**src/sv/ede_pkg.sv**
```systemverilog
package ede_pkg;

	localparam int VAL_PORT_W = 32;
	localparam int BYTE_W     = 8;
	localparam int PEND_W     = 7;
	localparam int VB_W       = 4;
	localparam int FIFO_DEPTH = 2;

	typedef enum logic {
		PK_IDLE,
		PK_EMIT
	} pk_state_t;

	// per-item control carried from front to packer
	typedef struct packed {
		logic flush;
		logic zero;
	} ede_ctl_t;

	// value bits that can be nonzero
	function automatic int ede_iw(input int vw);
		return (vw < VAL_PORT_W) ? vw : VAL_PORT_W;
	endfunction

	function automatic int ede_nw(input int vw);
		return $clog2(ede_iw(vw));
	endfunction

	// longest code: 2L+1+N with L <= NW, N < IW
	function automatic int ede_len_max(input int vw);
		return 2 * ede_nw(vw) + ede_iw(vw);
	endfunction

	function automatic int ede_len_w(input int vw);
		return $clog2(ede_len_max(vw) + 1);
	endfunction

endpackage

```
**src/sv/ede_front.sv**
```systemverilog
module ede_front #(
	parameter int VALUE_WIDTH = 32
) (
	input  logic                                          clk,
	input  logic                                          arst_n,
	input  logic                                          push,
	output logic                                          full,
	input  logic [ede_pkg::VAL_PORT_W-1:0]                value,
	input  logic                                          flush,
	input  logic                                          q_full,
	output logic                                          q_push,
	output logic [ede_pkg::ede_len_max(VALUE_WIDTH)-1:0]  q_code,
	output logic [ede_pkg::ede_len_w(VALUE_WIDTH)-1:0]    q_len,
	output ede_pkg::ede_ctl_t                             q_ctl
);

	localparam int IW      = ede_pkg::ede_iw(VALUE_WIDTH);
	localparam int NW      = ede_pkg::ede_nw(VALUE_WIDTH);
	localparam int LEN_MAX = ede_pkg::ede_len_max(VALUE_WIDTH);
	localparam int LEN_W   = ede_pkg::ede_len_w(VALUE_WIDTH);
	localparam int LW      = $clog2(NW + 1);

	logic                 v_s1, v_s2;
	logic [IW-1:0]        value_s1;
	logic                 flush_s1;
	logic [LEN_MAX-1:0]   code_s2;
	logic [LEN_W-1:0]     len_s2;
	ede_pkg::ede_ctl_t    ctl_s2;

	logic                 go_s1, go_s2, free_s2;
	logic [NW-1:0]        n;
	logic [NW:0]          np1;
	logic [LW-1:0]        l;
	logic                 zero;
	logic [IW-1:0]        low;
	logic [LEN_MAX-1:0]   code_r;
	logic [LEN_W-1:0]     len;

	assign go_s2   = v_s2 & ~q_full;
	assign free_s2 = ~v_s2 | go_s2;
	assign go_s1   = v_s1 & free_s2;
	assign full    = v_s1 & ~go_s1;
	assign q_push  = go_s2;

	// leading-one positions of the value (N) and of N+1 (L), then code and length
	always_comb begin
		n = '0;
		for (int i = 0; i < IW; i++) begin
			if (value_s1[i]) n = NW'(i);
		end
		np1 = {1'b0, n} + (NW + 1)'(1);
		l = '0;
		for (int i = 0; i <= NW; i++) begin
			if (np1[i]) l = LW'(i);
		end
		zero = (value_s1 == '0);
		low  = value_s1 ^ (IW'(1) << n);
		if (zero) begin
			code_r = '0;
			len    = '0;
		end else begin
			code_r = (LEN_MAX'(np1) << n) | LEN_MAX'(low);
			len    = LEN_W'({l, 1'b1}) + LEN_W'(n);
		end
	end

	// left-align the code word for the packer
	assign q_code = code_s2 << (LEN_W'(LEN_MAX) - len_s2);
	assign q_len  = len_s2;
	assign q_ctl  = ctl_s2;

	always_ff @(posedge clk or negedge arst_n) begin
		if (!arst_n) begin
			v_s1 <= 1'b0;
			v_s2 <= 1'b0;
		end else begin
			if (push && !full) v_s1 <= 1'b1;
			else if (go_s1) v_s1 <= 1'b0;
			if (go_s1) v_s2 <= 1'b1;
			else if (go_s2) v_s2 <= 1'b0;
		end
	end

	always_ff @(posedge clk) begin
		if (push && !full) begin
			value_s1 <= value[IW-1:0];
			flush_s1 <= flush;
		end
		if (go_s1) begin
			code_s2      <= code_r;
			len_s2       <= len;
			ctl_s2.flush <= flush_s1;
			ctl_s2.zero  <= zero;
		end
	end

endmodule

```
**src/sv/ede_fifo.sv**
```systemverilog
module ede_fifo #(
	parameter int DW    = 8,
	parameter int DEPTH = 2
) (
	input  logic          clk,
	input  logic          arst_n,
	input  logic          push,
	input  logic [DW-1:0] din,
	output logic          full,
	input  logic          pop,
	output logic [DW-1:0] dout,
	output logic          empty
);

	localparam int AW = (DEPTH > 1) ? $clog2(DEPTH) : 1;
	localparam int CW = $clog2(DEPTH + 1);

	logic [DW-1:0] mem_q [DEPTH];
	logic [AW-1:0] wr_q, rd_q;
	logic [CW-1:0] cnt_q;
	logic          do_push, do_pop;

	assign full    = (cnt_q == CW'(DEPTH));
	assign empty   = (cnt_q == '0);
	assign do_push = push & ~full;
	assign do_pop  = pop & ~empty;
	assign dout    = mem_q[rd_q];

	always_ff @(posedge clk or negedge arst_n) begin
		if (!arst_n) begin
			wr_q  <= '0;
			rd_q  <= '0;
			cnt_q <= '0;
		end else begin
			if (do_push) wr_q <= (wr_q == AW'(DEPTH - 1)) ? '0 : wr_q + AW'(1);
			if (do_pop) rd_q <= (rd_q == AW'(DEPTH - 1)) ? '0 : rd_q + AW'(1);
			if (do_push && !do_pop) cnt_q <= cnt_q + CW'(1);
			else if (do_pop && !do_push) cnt_q <= cnt_q - CW'(1);
		end
	end

	always_ff @(posedge clk) begin
		if (do_push) mem_q[wr_q] <= din;
	end

endmodule

```
**src/sv/ede_back.sv**
```systemverilog
module ede_back #(
	parameter int VALUE_WIDTH = 32
) (
	input  logic                                          clk,
	input  logic                                          arst_n,
	input  logic                                          q_empty,
	output logic                                          q_pop,
	input  logic [ede_pkg::ede_len_max(VALUE_WIDTH)-1:0]  q_code,
	input  logic [ede_pkg::ede_len_w(VALUE_WIDTH)-1:0]    q_len,
	input  ede_pkg::ede_ctl_t                             q_ctl,
	output logic                                          empty,
	input  logic                                          pop,
	output logic [ede_pkg::BYTE_W-1:0]                    code_byte,
	output logic [ede_pkg::VB_W-1:0]                      valid_bits,
	output logic                                          run_last,
	output logic                                          stream_end,
	output logic                                          zero_error
);

	localparam int LEN_MAX = ede_pkg::ede_len_max(VALUE_WIDTH);
	localparam int WW      = LEN_MAX + ede_pkg::PEND_W;
	localparam int CW      = $clog2(WW + 1);
	localparam int BW      = ede_pkg::BYTE_W;

	ede_pkg::pk_state_t state_q, state_d;

	// left-aligned bit window; bits below cnt_q are zero
	logic [WW-1:0]   w_q, w_n, w_ld;
	logic [CW-1:0]   cnt_q, cnt_n, cnt_ld;
	logic            err_q, err_n, fl_q;

	logic                          ov_q;
	logic [BW-1:0]                 byte_q, r_byte;
	logic [ede_pkg::VB_W-1:0]      vb_q, r_vb;
	logic                          last_q, end_q, zerr_q;
	logic                          r_last, r_end, r_zerr;
	logic                          any, ostall, load, emit_go;

	assign any    = err_q | (cnt_q >= CW'(BW)) | (fl_q & (cnt_q != '0));
	assign ostall = ov_q & ~pop;

	always_comb begin
		state_d = state_q;
		case (state_q)
			ede_pkg::PK_IDLE: begin
				if (!q_empty) state_d = ede_pkg::PK_EMIT;
			end
			ede_pkg::PK_EMIT: begin
				if (!any || (emit_go && r_last)) state_d = ede_pkg::PK_IDLE;
			end
			default: state_d = ede_pkg::PK_IDLE;
		endcase
	end

	always_comb begin
		load    = (state_q == ede_pkg::PK_IDLE) & ~q_empty;
		emit_go = (state_q == ede_pkg::PK_EMIT) & any & ~ostall;
		q_pop   = load;

		w_ld   = w_q | ({q_code, ede_pkg::PEND_W'(0)} >> cnt_q);
		cnt_ld = cnt_q + CW'(q_len);

		err_n  = 1'b0;
		r_zerr = 1'b0;
		r_byte = w_q[WW-1 -: BW];
		if (err_q) begin
			r_byte = '0;
			r_vb   = '0;
			r_zerr = 1'b1;
			w_n    = w_q;
			cnt_n  = cnt_q;
		end else if (cnt_q >= CW'(BW)) begin
			r_vb  = ede_pkg::VB_W'(BW);
			w_n   = w_q << BW;
			cnt_n = cnt_q - CW'(BW);
		end else begin
			// flushed partial byte, already zero-padded
			r_vb  = cnt_q[ede_pkg::VB_W-1:0];
			w_n   = '0;
			cnt_n = '0;
		end
		r_last = ~(err_n | (cnt_n >= CW'(BW)) | (fl_q & (cnt_n != '0)));
		r_end  = fl_q & r_last;
	end

	always_ff @(posedge clk or negedge arst_n) begin
		if (!arst_n) begin
			state_q <= ede_pkg::PK_IDLE;
			w_q     <= '0;
			cnt_q   <= '0;
			err_q   <= 1'b0;
			fl_q    <= 1'b0;
			ov_q    <= 1'b0;
		end else begin
			state_q <= state_d;
			if (load) begin
				w_q   <= w_ld;
				cnt_q <= cnt_ld;
				err_q <= q_ctl.zero;
				fl_q  <= q_ctl.flush;
			end else if (emit_go) begin
				w_q   <= w_n;
				cnt_q <= cnt_n;
				err_q <= err_n;
			end
			if (emit_go) ov_q <= 1'b1;
			else if (pop) ov_q <= 1'b0;
		end
	end

	always_ff @(posedge clk) begin
		if (emit_go) begin
			byte_q <= r_byte;
			vb_q   <= r_vb;
			last_q <= r_last;
			end_q  <= r_end;
			zerr_q <= r_zerr;
		end
	end

	assign empty      = ~ov_q;
	assign code_byte  = byte_q;
	assign valid_bits = vb_q;
	assign run_last   = last_q;
	assign stream_end = end_q;
	assign zero_error = zerr_q;

endmodule

```
**src/sv/elias_delta_encoder.sv**
```systemverilog
// Elias delta encoder with an MSB-first byte packer.
// Input channel: push/full queue. One beat carries value (32 bits, only the
//   low VALUE_WIDTH bits are used) and flush, which marks the last value.
// Result channel: empty/pop queue. Each beat carries one byte of the code
//   stream (first bit in bit 7), valid_bits (8 for a full byte, 1..7 for the
//   flushed tail, 0 for an error beat), run_last on the final beat caused by
//   an input beat, stream_end on the final beat after a flush, and zero_error
//   when the value was zero (no bits encoded).
// Structure: a two-stage front (leading-one search and code build, then left
//   alignment) feeds a two-entry queue; the packer behind it merges the code
//   into up to seven pending bits and sends bytes one per cycle unless held.
// Path: an accepted input beat goes through the front's stages, the queue,
//   the packer's bit window and the result register.
// Flow: the packer loads one item, then sends its result beats one at a time,
//   or makes one check when the item yields none, and only then loads the
//   next; the packer has a single byte output.
// Reset: pending bits cleared, queue and result register empty.
// Stall: a held result stays on the ports; the queue and the front keep
//   taking beats until they fill, then full rises.
module elias_delta_encoder #(
	parameter int VALUE_WIDTH = 32
) (
	input  logic                           clk,
	input  logic                           arst_n,
	input  logic                           push,
	output logic                           full,
	input  logic [ede_pkg::VAL_PORT_W-1:0] value,
	input  logic                           flush,
	output logic                           empty,
	input  logic                           pop,
	output logic [ede_pkg::BYTE_W-1:0]     code_byte,
	output logic [ede_pkg::VB_W-1:0]       valid_bits,
	output logic                           run_last,
	output logic                           stream_end,
	output logic                           zero_error
);

	localparam int LEN_MAX = ede_pkg::ede_len_max(VALUE_WIDTH);
	localparam int LEN_W   = ede_pkg::ede_len_w(VALUE_WIDTH);
	localparam int CTL_W   = $bits(ede_pkg::ede_ctl_t);
	localparam int DW      = LEN_MAX + LEN_W + CTL_W;

	// front -> queue
	logic               f_push, q_full;
	logic [LEN_MAX-1:0] f_code;
	logic [LEN_W-1:0]   f_len;
	ede_pkg::ede_ctl_t  f_ctl;

	// queue -> packer
	logic               q_empty, q_pop;
	logic [DW-1:0]      q_dout;
	logic [LEN_MAX-1:0] b_code;
	logic [LEN_W-1:0]   b_len;
	ede_pkg::ede_ctl_t  b_ctl;

	ede_front #(.VALUE_WIDTH(VALUE_WIDTH)) u_front (
		.clk    (clk),
		.arst_n (arst_n),
		.push   (push),
		.full   (full),
		.value  (value),
		.flush  (flush),
		.q_full (q_full),
		.q_push (f_push),
		.q_code (f_code),
		.q_len  (f_len),
		.q_ctl  (f_ctl)
	);

	ede_fifo #(.DW(DW), .DEPTH(ede_pkg::FIFO_DEPTH)) u_fifo (
		.clk    (clk),
		.arst_n (arst_n),
		.push   (f_push),
		.din    ({f_code, f_len, f_ctl}),
		.full   (q_full),
		.pop    (q_pop),
		.dout   (q_dout),
		.empty  (q_empty)
	);

	assign {b_code, b_len, b_ctl} = q_dout;

	ede_back #(.VALUE_WIDTH(VALUE_WIDTH)) u_back (
		.clk        (clk),
		.arst_n     (arst_n),
		.q_empty    (q_empty),
		.q_pop      (q_pop),
		.q_code     (b_code),
		.q_len      (b_len),
		.q_ctl      (b_ctl),
		.empty      (empty),
		.pop        (pop),
		.code_byte  (code_byte),
		.valid_bits (valid_bits),
		.run_last   (run_last),
		.stream_end (stream_end),
		.zero_error (zero_error)
	);

endmodule

```
**config.mk**
```make
export PLATFORM = sky130hd
export DESIGN_NAME = elias_delta_encoder
export DESIGN_NICKNAME = d
export VERILOG_FILES = /design/src/sv/ede_pkg.sv /design/src/sv/ede_front.sv /design/src/sv/ede_fifo.sv /design/src/sv/ede_back.sv /design/src/sv/elias_delta_encoder.sv
export SDC_FILE = /design/constraint.sdc
export NUM_CORES = 1
export LEC_CHECK = 0
export BUFFER_PORTS_ARGS = -buffer_cell sky130_fd_sc_hd__clkbuf_2
export CAP_MARGIN = 20
export CORE_MARGIN = 2
export CORE_UTILIZATION = 68
export CTS_CLUSTER_SIZE = 25
export DETAILED_ROUTE_END_ITERATION = 12
export MAX_ROUTING_LAYER = met4
export PLACE_DENSITY = 0.86
export SLEW_MARGIN = 20
export SYNTH_ARGS = -nofsm -noshare
export SYNTH_HDL_FRONTEND = slang
export SYNTH_SLANG_ARGS = --single-unit
```
**constraint.sdc**
```tcl
create_clock -name clk -period 5.7 [get_ports clk]
set_input_delay 0 -clock clk [delete_from_list [all_inputs] [get_ports clk]]
set_output_delay 0 -clock clk [all_outputs]
set_load 0.02 [all_outputs]
```
# After elaboration in Yosys (flattened, before gate mapping)

Memories as Yosys holds them, arrays and structs flattened.
Index checks and enable logic that the tools add are counted.

Logic and storage cells: 152
Register bits after elaboration: 163
Output and inout bits: 17
Memories: 1
Memory bits (writable): 100
Bits in latches: 0
ROM bits: 0
Bits of input ports: 37

Memories:

| memory       | words | width | rd ports | clocked after memory_dff | wr ports | line           | RTL |
|---|---|---|---|---|---|---|---|
| u_fifo.mem_q | 2     | 50    | 1        | 0                        | 1        | ede_fifo.sv:18 | `logic [DW-1:0] mem_q [DEPTH];` |

$lt $le $gt $ge: 2
$add $sub $neg: 9
Multiplexer cells: 63
Equal/unequal tests: 2
Bitwise logic cells: 28
$mul: 0
Shift-type cells: 4
Reduce and logical (&&, ||, !) cells: 20
Div/mod/pow operators: 0

Operators with widths:

| kind                                                                   | count |
|---|---|
| 49-bit two-way mux                                                     | 4 |
| 5-bit two-way mux                                                      | 30 |
| 49-bit bitwise OR                                                      | 1 |
| 49-bit by 6-bit right shift with 49-bit output                         | 1 |
| 42-bit by 32-bit bitwise OR with 42-bit output                         | 1 |
| 42-bit by 6-bit left shift with 42-bit output                          | 1 |
| 6-bit by 5-bit left shift with 42-bit output                           | 1 |
| 32-bit zero test                                                       | 1 |
| 1-bit by 5-bit left shift with 32-bit output (first input constant)    | 1 |
| 32-bit bitwise XOR                                                     | 1 |
| 6-bit two-way mux                                                      | 4 |
| 1-bit two-way mux                                                      | 17 |
| 1-bit AND                                                              | 12 |
| 6-bit by 4-bit >= comparator with 1-bit output (second input constant) | 2 |
| 6-bit nonzero test                                                     | 2 |
| 2-bit nonzero test                                                     | 5 |
| 1-bit NOT                                                              | 9 |
| 2-bit two-way mux                                                      | 4 |
| 4-bit by 5-bit adder with 6-bit output                                 | 1 |
| 5-bit by 1-bit adder with 6-bit output (second input constant)         | 1 |
| 6-bit adder                                                            | 1 |
| 3-bit two-way mux                                                      | 2 |
| 6-bit by 4-bit subtractor with 6-bit output (second input constant)    | 1 |
| 6-bit subtractor (first input constant)                                | 1 |
| 14 further kinds                                                       | 24 |

# Longest topological paths before layout

Gate-level depths: netlist of the first run.

Depth in word-level cells: 38
Gate-level depth with buffers: 16
Gate-level depth less buffers: 15

# By module

A second synthesis of the first run with hierarchy kept.

Cell total of the unflattened synthesis: 1615
Area, all modules: 16985.0 µm²

By module, submodules not included:

| module    | cells each | area each (µm²) | times used | sequential area each (µm²) |
|---|---|---|---|---|
| ede_front | 704        | 6473.7          | 1          | 2392.3 |
| ede_back  | 736        | 6453.7          | 1          | 1926.8 |
| ede_fifo  | 175        | 4057.6          | 1          | 3103.0 |

# Least setup slack after synthesis of the first run

OpenSTA, ideal clock, no wires.

Kind: register to register
Start: register u_front.value_s1[29]
End: register u_front.len_s2[4] (netlist: u_front.q_len[4]), data pin
Period minus slack after synthesis: 3710 ps
Data required time: 5443 ps
Slack: 1990 ps
Buffers on the path: 1
Setup time: 257 ps
Arrival time: 3453 ps
Cell stages (with the launch flop): 16
Path through: edfxtp_1 -> or3_1 -> nor4_1 -> a211o_1 -> inv_2 -> buf_4 -> ha_1 -> ha_1 -> nor2_1 -> nor2_1 -> o21bai_1 -> fa_1 -> a21o_1 -> a21oi_1 -> xnor2_1 -> nor2_1

Longest elaborated chain between the ends: 10
Elaborated cells on any way between the ends: 11
Those cells by class: add/sub: 2; mux: 8; reduce/logical: 1

Ends and longest elaborated chain:

| item                                   | line            | RTL |
|---|---|---|
| from (decl)                            | ede_front.sv:24 | `logic [IW-1:0] value_s1;` |
| from (signal assigned)                 | ede_front.sv:86 | `value_s1 <= value[IW-1:0];` |
| 5-bit two-way mux (3 in series)        | ede_front.sv:49 | `if (value_s1[i]) n = NW'(i);` |
| 5-bit by 1-bit adder with 6-bit output | ede_front.sv:51 | `np1 = {1'b0, n} + (NW + 1)'(1);` |
| 1-bit two-way mux                      | ede_front.sv:54 | `if (np1[i]) l = LW'(i);` |
| 2-bit two-way mux (2 in series)        | ede_front.sv:54 |  |
| 3-bit two-way mux (2 in series)        | ede_front.sv:54 |  |
| 4-bit by 5-bit adder with 6-bit output | ede_front.sv:63 | `len = LEN_W'({l, 1'b1}) + LEN_W'(n);` |
| to (signal assigned)                   | ede_front.sv:91 | `len_s2 <= len;` |
| to (decl)                              | ede_front.sv:27 | `logic [LEN_W-1:0] len_s2;` |

Parallel ways exist; a longest one is shown, timed or not.
A chain may end at the register's enable or synchronous reset.

# Worst setup path in the final report of the first run

Start: register u_front.value_s1[31]
End: register u_front.len_s2[4] (netlist: u_front.q_len[4]), data pin

Longest elaborated chain between the ends: 8
Elaborated cells on any way between the ends: 9
Those cells by class: add/sub: 2; mux: 6; reduce/logical: 1

Ends and longest elaborated chain:

| item                                   | line |
|---|---|
| 5-bit two-way mux                      | ede_front.sv:49 |
| 5-bit by 1-bit adder with 6-bit output | ede_front.sv:51 |
| 1-bit two-way mux                      | ede_front.sv:54 |
| 2-bit two-way mux (2 in series)        | ede_front.sv:54 |
| 3-bit two-way mux (2 in series)        | ede_front.sv:54 |
| 4-bit by 5-bit adder with 6-bit output | ede_front.sv:63 |

Parallel ways exist; a longest one is shown, timed or not.

==> results of run 1 <==
logic make-up (layout without fill, tap and decap cells):
group | after synthesis | after routing | share of synthesized area
multiplexers | 190 | 190 | 0.167
buffers and inverters | 146 | 206 | 0.0398
AO/OA/AOI/OAI | 413 | 413 | 0.165
adder cells (fa/ha/maj) | 19 | 19 | 0.0155
AND/OR/NAND/NOR | 527 | 527 | 0.145
flip-flops | 258 | 258 | 0.456
XOR/XNOR | 22 | 22 | 0.0118
layout make-up:
type	instances	area share
multi-input combinational	1171	0.462
sequential	258	0.413
timing repair buffer	120	0.0477
clock buffer	32	0.0415
tap	319	0.0222
inverter	34	0.00710
clock inverter	20	0.00696
cell usage after synthesis, types with 9 or more instances:
cell type,number,area [um2]
a211oi_1,33,248
clkbuf_1,52,195
nand2b_1,11,68.8
dfrtp_1,65,1630
mux2i_1,85,851
buf_2,32,160
inv_1,29,109
o21ai_1,36,180
o21ai_0,68,340
nor2_1,171,642
o22ai_1,17,106
nand2_1,183,687
nand3_1,36,180
xor2_1,10,87.6
nor3_1,44,220
xnor2_1,12,105
and3_1,11,68.8
buf_1,17,63.8
o21bai_1,9,67.6
nor4_1,9,56.3
mux4_2,59,1330
ha_1,17,213
o211ai_1,17,128
nor2b_1,17,106
mux2_2,35,394
a21o_1,11,82.6
a21oi_1,114,571
edfxtp_1,193,5800
a31oi_1,18,113
metrics by stage:
stage | hold WS (ns) | util | cell area, um2
2_1_floorplan | -0.296 | - | 16300
3_5_place_dp | 0.179 | 0.712 | 16700
6_report | 0.162 | 0.766 | 18000
4_1_cts | 0.155 | 0.765 | 17900
5_1_grt | 0.163 | 0.766 | 18000
3_3_place_gp | 0.177 | 0.712 | 16700
worst paths after layout:
kind                                                   to  slack, ns  cells past startpoint
min reg2reg                    u_front.q_ctl[1]$_DFFE_PP_       0.43                      0
max                        u_front.q_len[4]$_SDFFCE_PP0P_       1.09                     14
max reg2reg                u_front.q_len[4]$_SDFFCE_PP0P_       1.09                     14
min in group asynchronous      u_back.w_q[46]$_DFFE_PN0P_       0.20                      3
max in group asynchronous     u_back.cnt_q[0]$_DFFE_PN0P_       4.89                      3
min                        u_front.value_s1[24]$_DFFE_PP_       0.16                      2
metal layers:
metal / share of wire / wire length, um
met4: 0.075 / 3630
met3: 0.077 / 3690
met2: 0.49 / 23600
met5: 0 / 0
met1: 0.36 / 17300
cells in the final DEF, fill, tap and decap left out, types with 8 or more instances in the layout:
master         Yosys  routed
clkinv_2           0       8
o22ai_1           17      17
mux4_2            59      59
nor2b_1           17      15
a21oi_1          114     114
buf_4              6      31
ha_1              17      17
xnor2_1           12       9
dfrtp_1           65      63
edfxtp_1         193     193
o21ai_0           68      68
a22oi_1            8       8
and3_1            11      10
inv_1             29      28
clkbuf_16          0      29
nand3_1           36      36
a21o_1            11      11
dlygate4sd3_1      0      36
nand2b_1          11      11
clkinv_1           1       9
nor2_1           171     169
o21ai_1           36      36
nor3_1            44      44
clkbuf_2           0      52
a31oi_1           18      18
mux2i_1           85      85
nand2_1          183     183
o211ai_1          17      17
mux2_2            35      35
a211oi_1          33      33
nor4_1             9       9
o21bai_1           9       9
registers in the layout (all words and copies together), names as in the netlist, 2 cells and up:
name	flops
u_back.code_byte	8
u_front.code_s2	37
u_back.valid_bits	4
u_fifo.cnt_q	2
u_fifo.mem_q	100
u_front.value_s1	32
u_front.q_len	6
u_back.w_q	49
u_front.q_ctl	2
u_back.cnt_q	6
worst max-delay path, stage by stage (launching register included):
cell      delay (ns)
edfxtp_1        0.55
or3_1           0.42
nor4_1          0.31
a211o_1         0.57
inv_2           0.30
ha_1            0.34
ha_1            0.48
nor2_1          0.08
nor2_1          0.09
o21bai_1        0.12
fa_1            0.48
a21o_1          0.20
a21oi_1         0.19
xnor2_1         0.14
nor2_1          0.06
==> impl_summary.md, run 1 <==
Status
The flow ran to the end, and the final reports show no timing, DRC or antenna violations.

Yosys
The yosys synthesis warning count is 0. After synthesis, the mean cell area works out to 10.3 um2. The number of nets produced by synthesis is 1631. In this run, synthesis inferred 193 flip-flops with an integrated enable. The number of synthesized register bits is 258.

The async set-reset flop share out of synthesis is 0.252. The synthesized instance count is 1575. The mapped netlist covers 16300 um2. Among all flip-flop cells after synthesis, the most frequent one is edfxtp_1. The unique cell type count in the Yosys netlist is 93. The share of the Yosys chip area taken by registers is 0.456.

Worst setup path
The startpoint identified for the worst register-to-register timing path is u_front.value_s1[31]$_DFFE_PP_. The startpoint type of the worst setup path is a flip-flop. The critical setup path kind is reg2reg.

Tracing the worst setup path back leads to its startpoint at u_front.value_s1[31]$_DFFE_PP_. The highest net fanout along the worst path is 16. Data on the critical path is required at its endpoint by 5.98 ns. The arrival time of data at the critical path endpoint is 4.90 ns.

The element type at the critical path end is a flip-flop.

Clock tree
After clock tree synthesis, the clock-pin slew on the worst setup and hold paths is 0.06 ns. The number of CTS-inserted buffers is 28. The clock drives 258 sinks.

The clock root buffer is clkbuf_16. The buffer levels on the longest clock path is 3. The number of buffers inserted for hold repair after clock tree synthesis is 36. Gates resized during post-CTS repair numbered 0.

After clock tree synthesis, the setup repair step added 0 buffers. The CTS H-tree depth is 1. The CTS tree is built. The later pin in the worst-skew pair is clocked with a latency of 0.55 ns.

Placement
The number of buffers added on ports is 53. The routability congestion estimate is 1.01. The worst slack at placement is 1.18 ns.

The number of placed instances, taps included is 1866. Detailed placement finished with a half-perimeter wire length of 34.0 mm.

Floorplanning
The placeable core region is 23500 um2. For this configuration, the core starts out at a cell density of 0.693. The x dimension of the die is 159 um.

From bottom edge to top edge, the die measures 159 um. 54 I/O pins were placed. The die covers 25200 um2. The standard-cell row count is 56.

Timing
The highest clock frequency the design can meet is 217 MHz. The hold violation total from the final report is 0. Setup violations remaining at the end of the flow were counted as 0. Dividing the final minimum period by the clock period gives 0.809. The max-slew violation count is 0. For the final database, setup skew stands at 0.0211 ns. Adding up every negative setup slack in the final design gives 0 ns. The transition at the pin with the smallest max-transition slack is 1.07 ns.

The worst path meets setup with 1.09 ns of slack. The time the final worst path needs with I/O delays and setup is 4.61 ns. Setup repair after global routing left no endpoint under its margin. The worst-case headroom to the max-slew limit is 0.288.

Routing
The remaining antenna violation count after routing is 0. The detailed router's first-iteration violation count is 1841. After detailed routing, the average wire length per cell comes to 24.7 um.

The DRC violations left is 0. The pre-antenna-repair detailed-routing pass consisted of 6 iterations. Wires add up to 48.2 mm. After detailed routing, the number of vias per cell comes to 6.99. The total number of vias is 13658.

Finish
The ratio of cells with drive above 1 in the final layout is 0.167. The number of cells in the finished layout apart from fillers is 1954. The multi-input gate area in the final layout is 8300 um2.

The antenna diode count is 0. After the last flow step, the layout net total stands at 1669. Registers take 7420 um2. The filler cells instantiated in the layout total 1547.

The area added between synthesis and finish is 10.5%.

Global routing
The number of global-route vias before repair came to 13037. In this run the most used layer during global routing was met2. Across every metal layer, demand over resource in global routing totals 0.394. For met1 alone, demand over resource in global routing was 0.465. The first-pass GRT wire length is 72.7 mm. Entering global routing, the biggest net connects 66 pins. The total congestion overflow after global routing is 0. In the global route stage, met2 resource usage came out at 0.648. In the global route stage, met3 resource usage came out at 0.0504. The number of antenna violations at the first check in global routing came to 0.

Hold path
In this run the worst hold path is classified as in2reg. The startpoint identified for the worst hold timing path is value[24].

Flow run
The count of maximum capacitance violations is 0.
Power of run 1 is left out: the tool's default activity adds up to more than one toggle a clock period on the data nets, which glitch-free logic cannot reach.
==> run 2, diff against run 1 <==
- ABC_AREA: default -> 1
- CORE_UTILIZATION: 68 -> 57
- PLACE_DENSITY: 0.86 -> 0.77
- clock period: 5.7 -> 4.15 ns (I/O delays scaled with it)
==> run 2 against run 1 <==
Net effect: clock skew decreased by 0.0088 ns; core utilization decreased by 11 points; largest cell class is now flip-flops and latches; critical path depth increased by 16; global-route usage decreased by 7.5 points; highest routed layer unchanged; clock-buffer cell count unchanged.
==> impl_summary.md, run 2 <==
Status
The run finished with clean final reports.

Finish
The register with the most flip-flops in the layout has 100 of them. The largest registers in the layout are u_fifo.mem_q x100, u_back.w_q x49, u_front.code_s2 x37. 0 antenna diodes ended up in the layout. The register with the most flip-flops in the final layout is u_fifo.mem_q. The ratio of cells with drive above 1 in the final layout is 0.102. For this run, the post-layout net count is 2063. Leaving out fill and tap cells, the most frequent cells in the layout are nand2_1, o21ai_0, edfxtp_1. The summed area of non-filler cells in the final layout is 17700 um2. Relative to the synthesized area, the layout overhead comes to 13.2%. Counting the fill cells in the layout gives 2249. The most common library cell in the layout ignoring fill and taps is nand2_1.

For this run, the share of the core covered by cells in the final layout is 0.658.

Hold path
The worst hold path belongs to the class in2async.

Worst setup path
The element type at the critical path end is a flip-flop. The critical setup path kind is reg2reg. On the critical path, the stage with the largest delay is an instance of edfxtp_1. Among the stages of the critical path, the cell type that occurs most often is nand2_1. The highest net fanout along the worst path is 6. The arrival time of data at the critical path endpoint is 4.24 ns. In this design, the stage delay of the slowest critical-path cell is 0.45 ns.

For the worst setup path, the data required time is 4.44 ns. The worst setup path is launched from a flip-flop.

Floorplanning
After floorplanning, the core was sized to cover 27000 um2. From left edge to right edge, the die measures 170 um. For this configuration, the core starts out at a cell density of 0.581. The floorplan step defined a die boundary enclosing 28800 um2.

The number of top-level design ports is 54. The floorplan step set the die height to 170 um. Row generation in the floorplan step produced 60 rows.

Routing
Dividing the detail-routed wire length by the instance count gives 18.8 um. The routed layout has 13926 vias. The number of iterations in the first detailed-routing pass is 8. The detailed router's first-iteration violation count is 1692.

The detailed-route wire length is 44.6 mm. The detail route stage leaves a number of antenna-violating nets equal to 0. The ratio of routed vias to standard cells is 5.88. The DRC violations left is 0.

Yosys
The per-instance average area after synthesis is 8.07 um2. The unique cell type count in the Yosys netlist is 49. Of the synthesized area, sequential elements account for 0.474. The largest area contributor in the synthesized netlist is edfxtp_1.

The most common cell in the synthesized netlist is nand2_1. The area share of the largest cell type after synthesis is 0.370. The Yosys step of the flow raised 0 warnings. For this run, the leading register cell type out of synthesis is edfxtp_1. The async set-reset flop share out of synthesis is 0.252. Ranked by total cell area, the synthesized netlist is headed by edfxtp_1, nand2_1, dfrtp_1. The number of enable-type register cells in the synthesized netlist is 193. After synthesis, the most frequently instantiated cells are nand2_1, o21ai_0, edfxtp_1. The number of nets in the synthesized netlist is 1997. The cell area after synthesis is 15700 um2. The number of synthesized register bits is 258. In the synthesized netlist, the number of instances is 1941.

Global routing
In the global route stage, overall resource usage came out at 0.319. The number of global-route vias before repair was 13224. The first global-routing pass estimated 69.5 mm of wire. The number of antenna violations at the first check in global routing came to 0. The pin count of the biggest net entering global routing is 56. The total congestion overflow after global routing is 0.

Timing
Subtracting the final worst setup slack from the clock period gives 3.96 ns. The largest clock skew in the final design is 0.0123 ns. The worst-case headroom to the max-slew limit is 0.330. The hold violation total from the final report is 0. Setup violations remaining at the end of the flow were counted as 0. The transition at the pin with the smallest max-transition slack is 0.999 ns. Final hold analysis gives a worst-case slack of 0.00586 ns. Setup repair after global routing could not meet its margin everywhere. The ratio of final minimum period to clock period is 0.954. The max-slew violation count is 0. The highest clock frequency the design can meet is 253 MHz.

Power and ir drop
For this design the static power due to leakage is 0.00774 uW. VDD sags by at most 618 uV. The power per cell area is 955 nW/um2.

Clock tree
The clock root buffer is clkbuf_16. Buffers inserted during clock tree synthesis total 28. Clock latency on the worst-skew pair, taken at its later pin, is 0.55 ns.

The clock net sink count is 258. The CTS H-tree depth is 1. The CTS tree is built. The buffer levels on the longest clock path is 3. The clock transition at the registers of the reported paths is 0.06 ns.

Placement
The placed instances occupy a cell area of 16300 um2. The number of buffers added on ports is 53. The placed wire-length estimate after detailed placement is 32.6 mm. The routability congestion estimate is 0.945.

Flow run
Max-cap violations in this run came to 0.
==> run 2: changes by cell type in the layout (fill, tap and decap cells not counted), sizes merged, moves of 27 or more <==
cell,previous run,this run
mux4,59,0
nand3,36,100
nand2,185,534
inv,34,184
nor3,46,18
a21oi,118,58
o21ai,106,244
a211oi,34,3
buf,32,59
mux2,45,0
==> run 2: per-stage QoR <==
stage | cells | worst slack, ns | setup TNS [ns] | power, uW
2_1_floorplan | 1941 | 0.341 | 0 | 11400
4_1_cts | 2362 | 0.0583 | 0 | 16700
6_report | 2370 | 0.192 | 0 | 16900
3_5_place_dp | 2274 | 0.0803 | 0 | 14300
3_3_place_gp | 2274 | 0.118 | 0 | 14100
5_1_grt | 2370 | -0.0884 | -0.179 | 18200
==> run 2: what timing repair did <==
| action | CTS | global route |
|---|---|---|
| endpoints found under the setup margin | 0 | 3 |
| buffers inserted | 0 | 8 |
| hold endpoints to repair | 81 | 0 |
| hold buffers | 36 | 0 |
| gates resized for setup | 0 | 17 |
==> run 2: final cells by class <==
| type | instances | area, um2 | area share |
|---|---|---|---|
| multi-input cells | 1383 | 7210 | 0.406 |
| clock buffers | 32 | 737 | 0.0415 |
| clock inverters | 20 | 150 | 0.00846 |
| well taps | 341 | 427 | 0.0241 |
| inverters | 189 | 709 | 0.0400 |
| flip-flops and latches | 258 | 7420 | 0.418 |
| repair buffers | 147 | 1090 | 0.0614 |
==> run 2: where the power goes <==
group,internal (uW),total [uW],switching (uW),leakage [uW]
Sequential,4310,4760,448,0.00264
Combinational,2930,9790,6860,0.00466
Clock,1390,2400,1010,0.000438
==> run 2: worst paths after layout <==
kind | cells after the start | from | endpoint | slack, ns
setup reg to reg | 30 | u_front.value_s1[4]$_DFFE_PP_ | u_front.q_len[5]$_SDFFCE_PP0P_ | 0.19
max in group asynchronous | 3 | arst_n | u_fifo.wr_q$_DFFE_PN0P_ | 3.42
hold reg to reg | 0 | u_front.flush_s1$_DFFE_PP_ | u_front.q_ctl[1]$_DFFE_PP_ | 0.43
setup / recovery | 30 | u_front.value_s1[4]$_DFFE_PP_ | u_front.q_len[5]$_SDFFCE_PP0P_ | 0.19
hold / removal | 2 | arst_n | u_back.w_q[22]$_DFFE_PN0P_ | 0.006
min in group clk | 2 | value[16] | u_front.value_s1[16]$_DFFE_PP_ | 0.17
==> run 2: logic make-up after synthesis <==
group,Yosys count,synth area share
DFF,258,0.474
AOI/OAI and AO/OA,417,0.154
muxes,72,0.0460
xor gates and xnor gates,37,0.0207
buffers and inverters,300,0.0736
adders and majority gates,19,0.0161
and+or+nand+nor,838,0.216
==> run 2: per-layer routing <==
layer	part of all wire	track usage	up-vias	wire length [um]
met5	0	-	-	0
met4	0.038	0.116	0	1700
met3	0.065	0.0401	119	2890
met2	0.49	0.539	559	21700
met1	0.41	0.396	6553	18300
li1	-	-	6695	-
==> run 2: worst max-delay path, delay by kind of cell, from the launching register on <==
kind / cells / cell delay [ns]
buf+inv: 5 / 0.65
simple gates: 20 / 1.84
compound gates: 4 / 0.53
fa+ha+maj: 1 / 0.23
flops: 1 / 0.45
Note: power is estimated with default switching activity, not from simulation.
==> run 3, diff against run 2 <==
- CORE_UTILIZATION: 57 -> 30
- PLACE_DENSITY: 0.77 -> default
==> run 3 against run 2 <==
Net effect: wire length grew 2.9%; via count shrank 3.1%; flip-flop and latch count unchanged; register-to-register slack better by 0.15 ns; hold slack better by 0.0080 ns; die area is 88% higher; critical path type unchanged; largest power group unchanged.
==> impl_summary.md, run 3 (synthesis results as in run 2) <==
Power and ir drop
The total design power is 17100 uW. The maximum vdd ir drop is 394 uV. The power per cell area is 934 nW/um2. The static leakage is 0.00774 uW.

Worst setup path
The slowest stage cell on the critical path is edfxtp_1. For the worst setup path, the data arrival time is 4.11 ns. The largest single stage delay on the critical path is 0.41 ns. Along the worst path, the maximum fanout reaches 4. STA classifies the critical path startpoint as a flip-flop.

The critical path data required time is 4.46 ns. The library cell appearing most often on the critical path is nand2_1. STA classifies the critical path endpoint as a flip-flop. The reg2reg setup slack is 0.35 ns. The critical setup path kind is reg2reg. The worst register-to-register path begins at u_front.value_s1[2]$_DFFE_PP_. The number of cells on the worst reg-to-reg path is 42.

The capture instance of the worst register-to-register path is u_front.q_len[5]$_SDFFCE_PP0P_.

Finish
The flip-flop count of the largest register after layout is 100. The antenna diode count is 0. Measured on the finished design, the core utilization comes to 0.354. The largest registers in the layout are u_fifo.mem_q x100, u_back.w_q x49, u_front.code_s2 x37.

The area added between synthesis and finish is 16.5%. The number of cells in the finished layout apart from fillers is 2704. More flip-flops sit in one register than any other, and that register is u_fifo.mem_q.

Of the cells placed in the final design, the portion with a size suffix greater than 1 is 0.107. The most common library cell in the layout ignoring fill and taps is nand2_1. In the layout the commonest cells are nand2_1, o21ai_0, edfxtp_1. The total number of nets in the final design is 2058.

Timing
The transition at the pin with the smallest max-transition slack is 0.946 ns. Between clock sinks in the finished design, the worst skew comes to 0.0421 ns. In the finished design, the share of the clock period the worst path needs comes to 0.917. The time the final worst path needs with I/O delays and setup is 3.80 ns. Measured against its own limit, the worst slew margin works out to 0.368. The max-slew violation count is 0. The count of final setup violators is 0. Hold timing on the final database bottoms out at a slack of 0.0138 ns. The hold violation total from the final report is 0. Based on the critical path, the design can be clocked at up to 263 MHz. The worst path setup slack after routing is 0.346 ns. Setup repair after global routing could not meet its margin everywhere.

Floorplanning
The floorplan step defined a die boundary enclosing 54100 um2. The standard-cell row count is 83. The die outline height is 233 um. The placeable core region is 51500 um2. The number of top-level design ports is 54. The initial utilization of the core area, before any placement, comes to 0.304. The x dimension of the die is 233 um.

Global routing
The total congestion overflow after global routing is 0. The number of global-route vias before repair is 13069. The first global-routing pass estimated 72.4 mm of wire.

The total routing resource utilization after global routing is 0.174. The number of antenna violations at the first check in global routing is 0. The pin count of the biggest net entering global routing is 56.

Routing
The DRC violations left is 0. For this run, the detailed router's first-pass iteration total came to 5. For this block, the initial DRC count from the detailed router was 1098.

The detailed-route wire length is 45.9 mm. The detailed router placed 13492 vias in this run. The remaining antenna violation count after routing is 0.

The routed length per placed instance is 17.0 um. The ratio of routed vias to standard cells is 4.99.

Status
The run finished with clean final reports.

Placement
The routability congestion estimate is 0.934. The number of buffers added on ports is 53. OpenSTA, run right after detailed placement, puts the worst setup slack at 0.155 ns.

After detailed placement, the design holds a cell count of 2614. The placed wire-length estimate after detailed placement is 34.0 mm.

Clock tree
The number of CTS-inserted buffers is 28. The clock net in this run drives a total of 258 sinks. TritonCTS built the clock tree. CTS built an H-tree with a depth of 1.

The buffer levels on the longest clock path is 3. The later pin in the worst-skew pair is clocked with a latency of 0.58 ns. The clock root buffer is clkbuf_16. Clock-pin slew was measured on the worst setup and hold paths at 0.07 ns.

Hold path
The type of the worst min-delay path is in2async.

Flow run
The count of maximum capacitance violations is 0.
run 3: cell types whose count changed in the layout (fill, tap and decap cells not counted), sizes merged:
cell      before  now
buf           59   54
bufinv         2    5
clkbuf        84   82
clkinv        22   16
clkinvlp       1    5
inv          184  185
run 3: metrics by stage:
step	cell area, um2	TNS (ns)
6_report	18300	0
5_1_grt	18300	-0.187
4_1_cts	18100	0
3_5_place_dp	16800	0
3_3_place_gp	16800	0
2_1_floorplan	15700	0
run 3: worst max-delay path by stage:
| stage | from | end | slack [ns] | cells after the start |
|---|---|---|---|---|
| CTS | u_front.value_s1[3]$_DFFE_PP_ | u_front.q_len[4]$_SDFFCE_PP0P_ | 0.12 | 42 |
| global placement | u_front.value_s1[3]$_DFFE_PP_ | u_front.q_len[4]$_SDFFCE_PP0P_ | 0.13 | 42 |
| global route | u_front.value_s1[2]$_DFFE_PP_ | u_front.q_len[5]$_SDFFCE_PP0P_ | -0.08 | 42 |
| floorplan | u_front.value_s1[1]$_DFFE_PP_ | u_front.q_len[4]$_SDFFCE_PP0P_ | 0.34 | 43 |
| detailed placement | u_front.value_s1[3]$_DFFE_PP_ | u_front.q_len[4]$_SDFFCE_PP0P_ | 0.16 | 42 |
| finish | u_front.value_s1[2]$_DFFE_PP_ | u_front.q_len[5]$_SDFFCE_PP0P_ | 0.35 | 42 |
run 3: what timing repair did:
item | CTS | global route
endpoints found under the hold margin | 65 | 0
setup endpoints to repair | 0 | 9
hold buffers | 36 | 0
setup buffers | 0 | 2
gates resized for setup | 0 | 28
run 3: layer usage:
layer / track usage / part of all wire / vias to the layer above
li1: - / - / 6692
met4: 0.0567 / 0.034 / 0
met3: 0.0199 / 0.038 / 81
met1: 0.221 / 0.44 / 6399
met2: 0.288 / 0.49 / 320
met5: - / 0 / -
run 3: area by class of cell:
class	count	area (um2)
fill	5384	33300
sequential	258	7420
multi-input combinational	1383	7250
timing repair buffer	142	1030
tap	680	851
clock buffer	30	718
inverter	189	709
clock inverter	22	272
run 3: worst max-delay path, delay by kind of cell, from the launching register on:
family                   cells  cell delay (ns)
AO/OA/AOI/OAI                4             0.48
XOR/XNOR                     1             0.22
adder cells (fa/ha/maj)      2             0.41
buffers and inverters        2             0.13
flip-flops                   1             0.41
AND/OR/NAND/NOR             33             1.92
run 3: where the power goes:
| group | internal (uW) | switching [uW] | total (uW) |
|---|---|---|---|
| clock | 1580 | 1110 | 2690 |
| sequential | 4310 | 458 | 4760 |
| combinational | 2900 | 6700 | 9600 |
| total | 8780 | 8270 | 17100 |
